$ cat src/rtl/sliding_window_stddev_six_channel_assert.svh
// Assertion macros for the sliding-window standard deviation block.
`ifndef SLIDING_WINDOW_STDDEV_SIX_CHANNEL_ASSERT_SVH
`define SLIDING_WINDOW_STDDEV_SIX_CHANNEL_ASSERT_SVH
`ifndef ASSERT_OFF
// The antecedent implies the consequent in the same cycle.
`define SW6_ASSERT_IMP(label, ante, cons, msg) \
    label: assert property (@(posedge clk) disable iff (!rst_n) (ante) |-> (cons)) \
        else $error(msg);
// The antecedent implies the consequent in the next cycle.
`define SW6_ASSERT_NXT(label, ante, cons, msg) \
    label: assert property (@(posedge clk) disable iff (!rst_n) (ante) |=> (cons)) \
        else $error(msg);
`else
`define SW6_ASSERT_IMP(label, ante, cons, msg)
`define SW6_ASSERT_NXT(label, ante, cons, msg)
`endif
`endif

$ cat src/rtl/sw6_pkg.sv
// Shared constants, payload types and control types of the standard deviation block.
package sw6_pkg;

    localparam int WINDOW     = 100;
    localparam int CHANNELS   = 6;
    localparam int SMP_W      = 16;
    localparam int CH_W       = $clog2(CHANNELS);
    localparam int LAST_CH    = CHANNELS - 1;
    localparam int WIN_W      = $clog2(WINDOW + 1);
    localparam int RING_DEPTH = WINDOW * CHANNELS;
    localparam int ADDR_W     = $clog2(RING_DEPTH);
    localparam int SUM_W      = SMP_W + $clog2(WINDOW) + 1;
    localparam int MAG_W      = SUM_W - 1;
    localparam int SQR_W      = 2 * SMP_W - 1;
    localparam int SQS_W      = SQR_W + $clog2(WINDOW);
    localparam int NUM_W      = 2 * MAG_W;
    localparam int ROOT_W     = SMP_W;
    localparam int SQRT_W     = NUM_W / 2;
    localparam int SREM_W     = SQRT_W + 3;
    localparam int CNT_W      = $clog2(SQRT_W);
    // Reciprocal of WINDOW, exact for every root below 2^SQRT_W.
    localparam int     RECIP_SH = SQRT_W + $clog2(WINDOW);
    localparam longint RECIP    = ((longint'(1) << RECIP_SH) + longint'(WINDOW) - 1)
                                  / longint'(WINDOW);
    localparam int     RECIP_W  = $clog2(RECIP + 1);
    localparam int     PROD_W   = SQRT_W + RECIP_W;

    typedef struct packed {
        logic signed [SMP_W-1:0] accel_x;
        logic signed [SMP_W-1:0] accel_y;
        logic signed [SMP_W-1:0] accel_z;
        logic signed [SMP_W-1:0] gyro_x;
        logic signed [SMP_W-1:0] gyro_y;
        logic signed [SMP_W-1:0] gyro_z;
    } sample_t;

    typedef struct packed {
        logic [ROOT_W-1:0] sd_accel_x;
        logic [ROOT_W-1:0] sd_accel_y;
        logic [ROOT_W-1:0] sd_accel_z;
        logic [ROOT_W-1:0] sd_gyro_x;
        logic [ROOT_W-1:0] sd_gyro_y;
        logic [ROOT_W-1:0] sd_gyro_z;
    } result_t;

    typedef enum logic [3:0] {
        ST_IDLE,
        ST_READ,
        ST_SQUARE,
        ST_ACCUM,
        ST_NEXT,
        ST_PREP,
        ST_DIFF,
        ST_WAIT,
        ST_OUTPUT
    } ctrl_state_t;

    typedef enum logic [1:0] {
        PH_IDLE,
        PH_ROOT,
        PH_SCALE
    } ru_phase_t;

    typedef struct packed {
        logic              capture;
        logic              ring_rd;
        logic              ring_wr;
        logic [ADDR_W-1:0] ring_addr;
        logic [CH_W-1:0]   ch;
        logic              full;
        logic              square;
        logic              accum;
        logic              prep;
        logic              root_start;
        logic              store_root;
        logic              load_out;
    } dp_cmd_t;

    typedef struct packed {
        logic root_done;
    } dp_status_t;

endpackage

$ cat src/rtl/sw6_ctrl.sv
// Controller state machine: sequences the sum updates, the per-channel roots and the output.
module sw6_ctrl (
    input  logic                 clk,
    input  logic                 rst_n,
    input  logic                 sample_valid,
    output logic                 sample_stall,
    output logic                 result_valid,
    input  logic                 result_stall,
    output sw6_pkg::dp_cmd_t     cmd,
    input  sw6_pkg::dp_status_t  status
);
    import sw6_pkg::*;

    ctrl_state_t        state_reg, state_next;
    logic [CH_W-1:0]    ch_reg, ch_next;
    logic [ADDR_W-1:0]  base_reg, base_next;
    logic [WIN_W-1:0]   fill_reg, fill_next;
    logic               out_valid_reg, out_valid_next;

    logic               full;
    logic               last_ch;
    logic               out_free;

    assign full     = fill_reg == WIN_W'(WINDOW);
    assign last_ch  = ch_reg == CH_W'(LAST_CH);
    assign out_free = !out_valid_reg || !result_stall;

    // Next state.
    always_comb
    begin
        state_next = state_reg;
        case (state_reg)
            ST_IDLE:
            begin
                if (sample_valid)
                begin
                    state_next = ST_READ;
                end
            end
            ST_READ:   state_next = ST_SQUARE;
            ST_SQUARE: state_next = ST_ACCUM;
            ST_ACCUM:  state_next = last_ch ? ST_NEXT : ST_READ;
            ST_NEXT:
            begin
                if (full || fill_reg == WIN_W'(WINDOW - 1))
                begin
                    state_next = ST_PREP;
                end
                else
                begin
                    state_next = ST_IDLE;
                end
            end
            ST_PREP:   state_next = ST_DIFF;
            ST_DIFF:   state_next = ST_WAIT;
            ST_WAIT:
            begin
                if (status.root_done)
                begin
                    state_next = last_ch ? ST_OUTPUT : ST_PREP;
                end
            end
            ST_OUTPUT:
            begin
                if (out_free)
                begin
                    state_next = ST_IDLE;
                end
            end
            default:   state_next = ST_IDLE;
        endcase
    end

    // Counters and the output valid flag.
    always_comb
    begin
        ch_next        = ch_reg;
        base_next      = base_reg;
        fill_next      = fill_reg;
        out_valid_next = out_valid_reg;
        if (out_valid_reg && !result_stall)
        begin
            out_valid_next = 1'b0;
        end
        case (state_reg)
            ST_IDLE:
            begin
                ch_next = '0;
            end
            ST_ACCUM:
            begin
                ch_next = last_ch ? '0 : ch_reg + 1'b1;
            end
            ST_NEXT:
            begin
                if (base_reg == ADDR_W'(RING_DEPTH - CHANNELS))
                begin
                    base_next = '0;
                end
                else
                begin
                    base_next = base_reg + ADDR_W'(CHANNELS);
                end
                if (!full)
                begin
                    fill_next = fill_reg + 1'b1;
                end
            end
            ST_WAIT:
            begin
                if (status.root_done)
                begin
                    ch_next = last_ch ? '0 : ch_reg + 1'b1;
                end
            end
            ST_OUTPUT:
            begin
                if (out_free)
                begin
                    out_valid_next = 1'b1;
                end
            end
            default:
            begin
                ch_next = ch_reg;
            end
        endcase
    end

    // Outputs.
    always_comb
    begin
        cmd            = '0;
        cmd.ring_addr  = base_reg + ADDR_W'(ch_reg);
        cmd.ch         = ch_reg;
        cmd.full       = full;
        sample_stall   = 1'b1;
        case (state_reg)
            ST_IDLE:
            begin
                sample_stall = 1'b0;
                cmd.capture  = sample_valid;
            end
            ST_READ:   cmd.ring_rd = 1'b1;
            ST_SQUARE:
            begin
                cmd.square  = 1'b1;
                cmd.ring_wr = 1'b1;
            end
            ST_ACCUM:  cmd.accum = 1'b1;
            ST_PREP:   cmd.prep = 1'b1;
            ST_DIFF:   cmd.root_start = 1'b1;
            ST_WAIT:   cmd.store_root = status.root_done;
            ST_OUTPUT: cmd.load_out = out_free;
            default:   cmd.capture = 1'b0;
        endcase
    end

    always_ff @(posedge clk or negedge rst_n)
    begin
        if (!rst_n)
        begin
            state_reg     <= ST_IDLE;
            ch_reg        <= '0;
            base_reg      <= '0;
            fill_reg      <= '0;
            out_valid_reg <= 1'b0;
        end
        else
        begin
            state_reg     <= state_next;
            ch_reg        <= ch_next;
            base_reg      <= base_next;
            fill_reg      <= fill_next;
            out_valid_reg <= out_valid_next;
        end
    end

    assign result_valid = out_valid_reg;

endmodule

$ cat config.mk
export PLATFORM = sky130hd
export DESIGN_NAME = sw6_ctrl
export DESIGN_NICKNAME = d
export VERILOG_FILES = /design/src/rtl/sliding_window_stddev_six_channel_assert.svh /design/src/rtl/sw6_pkg.sv /design/src/rtl/sw6_ctrl.sv
export SDC_FILE = /design/constraint.sdc
export NUM_CORES = 1
export LEC_CHECK = 0
export BUFFER_PORTS_ARGS = -buffer_cell sky130_fd_sc_hd__buf_2
export CORE_UTILIZATION = 54
export DETAILED_ROUTE_END_ITERATION = 8
export MAX_ROUTING_LAYER = met4
export PLACE_DENSITY_LB_ADDON = 0.15
export SETUP_SLACK_MARGIN = 0.1
export SLEW_MARGIN = 20
export SYNTH_ARGS = -nofsm -noshare
export SYNTH_HDL_FRONTEND = slang
export SYNTH_SLANG_ARGS = --single-unit
$ cat constraint.sdc
create_clock -name clk -period 2.05 [get_ports clk]
set_input_delay 0.1025 -clock clk [delete_from_list [all_inputs] [get_ports clk]]
set_output_delay 0.1025 -clock clk [all_outputs]
set_load 0.005 [all_outputs]
# ---- Word level (Yosys, flattened, before mapping)
# Cells that the tools add are included.
dict set report classes {
  add_sub_neg 4
  eq_ne 15
  n_mux 23
  bitwise_logic 1
  n_reduce_logical 10
}
# operator n
set ops {}
lappend ops {{$pmux W4 S9} 1}
lappend ops {{$eq A4 B3 Y1 const B} 4}
lappend ops {{$mux W4} 4}
lappend ops {{$eq A7 B7 Y1 const B} 2}
lappend ops {{$mux W1} 12}
lappend ops {{$mux W3} 4}
lappend ops {{$add A10 B3 Y10} 1}
lappend ops {{$add A10 B3 Y10 const B} 1}
lappend ops {{$eq A10 B10 Y1 const B} 1}
lappend ops {{$mux W10} 1}
lappend ops {{$pmux W3 S3} 1}
lappend ops {{$eq A4 B2 Y1 const B} 2}
lappend ops {{$add A7 B1 Y7 const B} 1}
lappend ops {{$ne A2 B2 Y1 const B} 3}
lappend ops {{$eq A4 B1 Y1 const B} 1}
lappend ops {{$eq A4 B4 Y1 const B} 1}
lappend ops {{$logic_not A4 Y1} 1}
lappend ops {{$reduce_and A2 Y1} 2}
lappend ops {{$add A3 B1 Y3 const B} 1}
lappend ops {{$eq A3 B3 Y1 const B} 1}
lappend ops {{$reduce_and A3 Y1} 1}
lappend ops {{$reduce_bool A3 Y1} 1}
lappend ops {{$logic_not A1 Y1} 2}
lappend ops {{$logic_or A1 B1 Y1} 2}
lappend ops {{2 further kinds} 2}
dict set report word_totals {
  regBits 25
  inputBits 5
  out_inout_bits 25
  word_cells 58
}

# ---- Depth between registers and ports, before layout
# Gate-level depths: netlist (run 1).
dict set report logic_depth {
  ltp_word 5
  ltp_mapped 6
  depth_no_buf 6
}

# ---- Least setup slack after synthesis (run 1)
# OpenSTA, ideal clock, no wires.
dict set report synth_timing {
  kind {register -> register}
  start {register base_reg[5]}
  end {register base_reg[9]}
  setup_ns 0.118
  t_arrival_ns 1.435
  required_ns 1.932
  slack_ns 0.497
  path_stages_with_launch 6
  period_less_slack_ns 1.553
  path_cell_list {dfrtp_1 buf_2 or3b_1 nor4_2 o21ai_0 a21o_1}
}
dict set report synth_via {
  elab_chain_len 2
  elab_cells_between_ends 3
  classes_between {1 x add/sub; 1 x eq/ne; 1 x mux}
}
# element line
set synth_lines {}
lappend synth_lines {{start: declaration} sw6_ctrl.sv:16} ;# logic [ADDR_W-1:0] base_reg, base_next;
lappend synth_lines {{start signal: assignment} sw6_ctrl.sv:173} ;# base_reg <= base_next;
lappend synth_lines {{$add A10 B3 Y10 or $eq A10 B10 Y1 (tied branches)} {sw6_ctrl.sv:102, sw6_ctrl.sv:96}}
lappend synth_lines {{$mux W10 *} sw6_ctrl.sv:96} ;# if (base_reg == ADDR_W'(RING_DEPTH - CHANNELS))
# Mark *: on every way between the ends. The rest lies on a longest branch, timed or not.
# A chain may end at the register's enable or synchronous reset.

==> results by group, run 1 <==
Clock network
  • Clk pin slew, worst setup/hold paths: approximately 0.14 ns
  • Clock root buffer: clkbuf_4
  • Clock Path Buffers: 2
  • CTS tree: yes
  • Clk_lat worst skew: between 0.3 and 0.4 ns
  • CTS HTree Levels: 1
  • Clock Sinks: 24
  • CTS Buf Count: 3

Route
  • Initial DRT Pass Iterations: 4
  • DR DRC count: 0
  • Total number of vias: around 1300
  • WL final: a little under 3000 µm
  • Antenna Nets Post-Route: 0
  • Wire per inst: about 13 µm
  • Drt initial violations: 18
  • Routed vias/inst: between 5 and 6

Global routing
  • Pin count of the biggest net entering global routing: 25
  • Initial antenna violation count: 0
  • Remaining global-route overflow: 0
  • Total GRT Usage: 0.2215
  • Vias in the first global route: ~1100
  • First-pass GRT wire length: around 4600 µm

STA
  • Minimum clock period: around 1.9 ns
  • RSZ-0062 raised after global routing: true
  • Final hold slack: about 0.022 ns
  • Max Slew Vio Count: 0
  • Setup violators final: 0
  • Slew HR: 0.6521
  • Skew final: roughly 0.0074 ns
  • Fmax: roughly 0.54 GHz
  • Least-Margin Pin Slew: ~0.52 ns
  • Tcrit/Tclk final: 0.9096
  • Setup TNS: 0 ns
  • Fin. Hold Viols: 0

Finish
  • # diodes: 0
  • Layout cell share with drive strength beyond 1: 0.2577
  • Fin util: 0.6891
  • Syn-to-layout area delta: 16.67%
  • Final net count: 207
  • Flip-flop count of the largest register after layout: 9

Synthesis
  • Syn avg cell area: about 9.1 µm²
  • EDFF count, synth: 0
  • Syn Inst Count: approximately 170
  • Yosys cell types: 42
  • Sequential share of the synthesized area: 0.3960
  • Top post-synthesis cells by area: dfrtp_1, xnor2_1, ha_1, nand2_1, nor2_1
  • Register bit total from synthesis: 24
  • Most frequent cell after synthesis: dfrtp_1
  • Commonest cells in the netlist: dfrtp_1, nand2_1, nor2_1
  • Syn nets: around 180
  • Yosys Warn Count: 0
  • Synth top area share: 0.3960
  • Synth Cell Area: ~1500 µm²
  • Synth Flop Type: dfrtp_1
  • Ys async rst share: 1.000
  • Top cell type by total area after synthesis: dfrtp_1

Power
  • Seq pwr share: 0.402
  • VDD IR-drop max: ~890 µV
  • Power density cells: between 1000 and 1500 nW/µm²
  • Pwr Total: approximately 2.1 mW
  • Leak: 0.8526 nW
  • Clock Power Share: 0.162
  • Switch share: 0.3959
  • Pint: 1.274 mW
  • Psw: around 840 µW
  • Gate power share: 0.436

Floorplan
  • DIE AREA: a little over 3000 µm²
  • Std-Cell Core Area: roughly 2600 µm²
  • Die width: ~55 µm
  • Initial Utilization: 0.5906
  • Die height: 54.99 µm
  • # rows: 18
  • Ports: 30

Setup path
  • Crit path max fanout: 4
  • Startpoint Class: register
  • WP data arrival: approximately 1.8 ns
  • Setup CP Type: reg -> out
  • Critical path endpoint category: output pin
  • Req. time, crit path: a little under 2 ns
  • R2R setup slack: about 0.23 ns
  • R2r worst-path depth: 4

Min path
  • Worst Hold Path Cells: 3
  • Class of the worst hold path: in -> reg

Place
  • Final GP Congestion: about 0.85
  • Hpwl dp: 2131 µm
  • Port bufs: 29

Run
  • Total of max-cap violations: 0

Run status
  • Status: finished, final reports clean
## repair_timing
item,in CTS,in global routing
resized for setup,2,7
pin swaps,0,4
hold buffers,1,0
setup buffers,0,3
endpoints found under the hold margin,24,0
setup endpoints to repair,3,6
## metal layers
metal | wire length [µm] | global-route usage | share of wire | up-vias
li1 | - | - | - | 634
met1 | 1395 | 0.2931 | 0.47 | 585
met2 | 1450 | 0.3353 | 0.49 | 31
met3 | 101 | 0.03825 | 0.034 | 2
met4 | 15 | 0.09167 | 0.0051 | 0
met5 | 0 | - | 0 | -
## placed cells by master (no fill, tap or decap), types with 2 or more instances in the layout
master,Yosys,routed
o21ai_0,9,9
mux2_2,2,2
dfrtp_2,0,3
dfrtp_1,24,21
buf_4,3,5
nor3b_1,3,3
inv_1,7,7
and3_1,4,4
xor2_1,6,6
xnor2_1,10,10
buf_2,3,29
nand4_1,3,3
nand3_1,7,7
nand2b_1,3,3
a21oi_1,6,6
nor3_1,7,7
ha_1,6,5
a22o_1,2,2
nand3b_1,3,3
nor2_1,14,13
clkbuf_4,0,3
nor2b_1,4,3
nand2_1,15,14
## critical path: stages (launching register included)
cell     delay (ns)
dfrtp_2        0.47
ha_4           0.18
fa_2           0.42
nand2_2        0.08
nor2_2         0.04
xor2_1         0.13
buf_2          0.12
## cell families (layout without fill, tap and decap cells)
family | Yosys count | after routing | synth area share
fa+ha+maj | 7 | 7 | 0.06271
xor+xnor | 16 | 16 | 0.09241
buf+inv | 18 | 46 | 0.05446
flops | 24 | 24 | 0.3960
simple gates | 73 | 73 | 0.2739
compound gates | 26 | 26 | 0.1056
mux | 2 | 2 | 0.01485
## cell type report
type | instances | area, µm²
inverter | 7 | 26.28
sequential | 24 | 604.3
clock inverter | 1 | 30.03
clock buffer | 3 | 22.52
fill | 215 | 798.3
multi-input combinational | 124 | 855.8
timing repair buffer | 35 | 192.7
tap | 30 | 37.54
## stage by stage
| step | cell area (µm²) | cells | setup WS (ns) |
|---|---|---|---|
| final | 1769 | 224 | 0.1853 |
| after detailed placement | 1658 | 216 | 0.2485 |
| after CTS | 1724 | 221 | 0.1128 |
| after floorplan | 1516 | 166 | 0.4969 |
| after global routing | 1769 | 224 | 0.07569 |
| after global placement | 1658 | 216 | 0.2974 |
## final timing paths
check,start,endpoint
setup reg to reg,state_reg[3],base_reg[8]
min in group asynchronous,rst_n,base_reg[1]
setup / recovery,base_reg[1],cmd[17]
hold / removal,result_stall,result_valid
max in group asynchronous,rst_n,ch_reg[1]
hold reg to reg,fill_reg[6],fill_reg[6]
## power by group through the flow
stage | logic [mW] | registers, mW | clock network [mW]
2_1_floorplan | 0.696 | 0.724 | 0
3_3_place_gp | 0.817 | 0.832 | 0
3_5_place_dp | 0.845 | 0.850 | 0
4_1_cts | 0.855 | 0.843 | 0.352
5_1_grt | 1.06 | 0.882 | 0.373
6_report | 0.919 | 0.849 | 0.342
No activity file was read; power rests on OpenSTA's default activity.
==> run 2: changes to the inputs <==
CELL_PAD_IN_SITES_DETAIL_PLACEMENT = 1   (was not set)
CELL_PAD_IN_SITES_GLOBAL_PLACEMENT = 1   (was not set)
CORE_UTILIZATION = 41   (was 54)
==> run 2 against run 1 <==
Critical path depth did not move. Worst setup slack gained 0.0050 ns. Hold slack improved by 0.056 ns. Core utilization shrank 17 points. Global-route usage decreased by 2.0 points. Register-to-register slack better by 0.05 ns. Maximum frequency increased by 0.27%. Critical endpoint is now cmd[16].
==> results by group, run 2 (synthesis gave the netlist of run 1 again) <==
Run status
  • Status: finished, final reports clean (unchanged)

Route
  • WL final: 3534 µm (was 2962 µm)
  • DR DRC count: 0 (unchanged)
  • Wire per inst: 14.79 µm (was 13.22 µm)
  • Initial DRT Pass Iterations: 4 (unchanged)
  • Routed vias/inst: 5.448 (was 5.589)
  • Drt initial violations: 39 (was 18)
  • Antenna Nets Post-Route: 0 (unchanged)
  • Total number of vias: 1302 (was 1252)

Clock network
  • CTS tree: yes (unchanged)
  • Clock root buffer: clkbuf_8 (was clkbuf_4)
  • Clock Path Buffers: 2 (unchanged)
  • Clk_lat worst skew: 0.26 ns (was 0.32 ns)
  • Clock Sinks: 24 (unchanged)
  • CTS HTree Levels: 1 (unchanged)
  • CTS Buf Count: 3 (unchanged)
  • Clk pin slew, worst setup/hold paths: 0.09 ns (was 0.14 ns)

Finish
  • Final net count: 206 (was 207)
  • Fillers: 424 (was 215)
  • Fin cells: 239 (was 224)
  • Commonest non-fill, non-tap cell in the layout: buf_2 (unchanged)
  • Layout cell share with drive strength beyond 1: 0.2280 (was 0.2577)
  • Commonest non-fill, non-tap cells in the layout: buf_2, dfrtp_1, nand2_1 (unchanged)
  • Syn-to-layout area delta: 17.41% (was 16.67%)
  • Flip-flop count of the largest register after layout: 9 (unchanged)
  • # diodes: 0 (unchanged)

STA
  • Fin. Hold Viols: 0 (unchanged)
  • Least-Margin Pin Slew: 0.5558 ns (was 0.5218 ns)
  • Minimum clock period: 1.860 ns (was 1.865 ns)
  • Max Slew Vio Count: 0 (unchanged)
  • RSZ-0062 raised after global routing: true (unchanged)
  • Fmax: 0.5377 GHz (was 0.5363 GHz)
  • Final hold slack: 0.07831 ns (was 0.02240 ns)
  • Final worst slack: 0.1903 ns (was 0.1853 ns)
  • Setup TNS: 0 ns (unchanged)
  • Slew HR: 0.6294 (was 0.6521)
  • Skew final: 0.001619 ns (was 0.007415 ns)
  • Tcrit/Tclk final: 0.9072 (was 0.9096)
  • Setup violators final: 0 (unchanged)

Global routing
  • Total GRT Usage: 0.2016 (was 0.2215)
  • Pin count of the biggest net entering global routing: 25 (unchanged)
  • Remaining global-route overflow: 0 (unchanged)
  • First-pass GRT wire length: 6141 µm (was 4616 µm)
  • Vias in the first global route: 1317 (was 1054)
  • Initial antenna violation count: 0 (unchanged)

Setup path
  • Slowest Stage Delay on Critical Path: 0.49 ns (was 0.47 ns)
  • Startpoint Class: register (unchanged)
  • CP max-delay cell: dfrtp_1 (was dfrtp_2)
  • Worst Path Buf+Inv: 1 (unchanged)
  • CP top delay family: flip-flops (was adder cells)
  • Critical R2R Launch: base_reg[5] (was state_reg[3])
  • CP cell instances: ha_1 -> a21oi_1 -> nor2b_2 -> nand3_1 -> xnor2_1 -> buf_2 (was ha_4 -> fa_2 -> nand2_2 -> nor2_2 -> xor2_1 -> buf_2)
  • WP data arrival: 1.76 ns (about the same)
  • R2R setup slack: 0.28 ns (was 0.23 ns)
  • Worst Setup SP: ch_reg[2] (was base_reg[1])
  • Critical path endpoint category: output pin (unchanged)
  • R2r worst-path depth: 4 (unchanged)
  • Setup CP Type: reg -> out (unchanged)
  • Crit path max fanout: 8 (was 4)
  • Worst r2r dst: base_reg[9] (was base_reg[8])
  • Req. time, crit path: 1.95 ns (about the same)

Floorplan
  • DIE AREA: 3946 µm² (was 3024 µm²)
  • Ports: 30 (unchanged)
  • Die height: 62.82 µm (was 54.99 µm)
  • Initial Utilization: 0.4406 (was 0.5906)
  • Die width: 62.82 µm (was 54.99 µm)
  • Std-Cell Core Area: 3442 µm² (was 2567 µm²)
  • # rows: 21 (was 18)

Power
  • Psw: 863.8 µW (was 835.1 µW)
  • Power density cells: 1216 nW/µm² (was 1192 nW/µm²)
  • VDD IR-drop max: 504.4 µV (was 888.1 µV)
  • Pint: 1.301 mW (was 1.274 mW)
  • Switch share: 0.3991 (was 0.3959)
  • Seq pwr share: 0.385 (was 0.402)
  • Clock Power Share: 0.195 (was 0.162)
  • Leak: 0.8583 nW (was 0.8526 nW)
  • Gate power share: 0.420 (was 0.436)

Min path
  • Hold Startpoint: result_stall (unchanged)
  • Hold worst-path end: result_valid (unchanged)
  • Worst Hold Path Cells: 3 (unchanged)
  • Class of the worst hold path: in -> reg (unchanged)

Place
  • Pre-CTS WS: 0.2926 ns (was 0.2485 ns)
  • Final GP Congestion: 0.7721 (was 0.8548)
  • Placed insts: 234 (was 216)
  • Hpwl dp: 2686 µm (was 2131 µm)
  • Port bufs: 29 (unchanged)

Run
  • Total of max-cap violations: 0 (unchanged)
==> run 2: cell types whose count changed in the layout (fill, tap and decap cells not counted) <==
cell / change
ha_4: -1
nor2_1: +1
nor2_2: -1
dfrtp_2: -2
dfrtp_1: +2
buf_4: -1
clkbuf_4: -3
nand2_1: +1
nand2_2: -1
clkbuf_8: +3
ha_1: +1
==> run 2: power by group through the flow <==
stage | registers [mW] | clock network, mW | logic, mW
finish | 0.834 | 0.423 | 0.908
global route | 0.872 | 0.451 | 1.03
CTS | 0.836 | 0.434 | 0.925
detailed placement | 0.845 | 0 | 0.912
global placement | 0.829 | 0 | 0.860
floorplan | 0.724 | 0 | 0.696
==> run 2: layout make-up <==
| type | instances | area, µm² | share of cell area |
|---|---|---|---|
| sequential | 24 | 601.8 | 0.3380 |
| inverter | 7 | 26.28 | 0.01476 |
| clock inverter | 1 | 30.03 | 0.01687 |
| multi-input combinational | 124 | 838.3 | 0.4708 |
| timing repair buffer | 34 | 185.2 | 0.1040 |
| tap | 46 | 57.56 | 0.03233 |
| clock buffer | 3 | 41.29 | 0.02319 |
==> run 2: through the flow <==
step / total power, mW / util / instance area (µm²)
floorplan: 1.420 / - / 1516
CTS: 2.195 / 0.5162 / 1777
global placement: 1.688 / 0.4918 / 1693
detailed placement: 1.757 / 0.4918 / 1693
finish: 2.165 / 0.5173 / 1780
global route: 2.354 / 0.5173 / 1780
==> run 2: worst reg2reg max path, stage by stage (launching register included) <==
cell     delay, ns
dfrtp_1       0.48
or3b_1        0.43
nor4_2        0.39
o21ai_0       0.17
a21o_1        0.20
==> run 2: per-layer routing <==
metal | wire [µm] | GRT usage
met1 | 1514 | 0.2445
met2 | 1869 | 0.3587
met5 | 0 | -
met4 | 19 | 0.04360
met3 | 131 | 0.02190
==> run 2: worst max-delay path by stage <==
stage             endpoint  slack [ns]  depth (start not counted)
2_1_floorplan  base_reg[9]        0.50                          5
4_1_cts            cmd[16]        0.11                          6
5_1_grt            cmd[16]        0.09                          6
3_5_place_dp   base_reg[3]        0.29                          3
6_report           cmd[16]        0.19                          6
3_3_place_gp   base_reg[3]        0.33                          3
==> run 2: repair_timing <==
item	CTS	global route
setup endpoints to repair	2	4
gates resized for setup	1	2
setup buffers	0	0
hold buffers	1	0
hold endpoints to repair	24	0
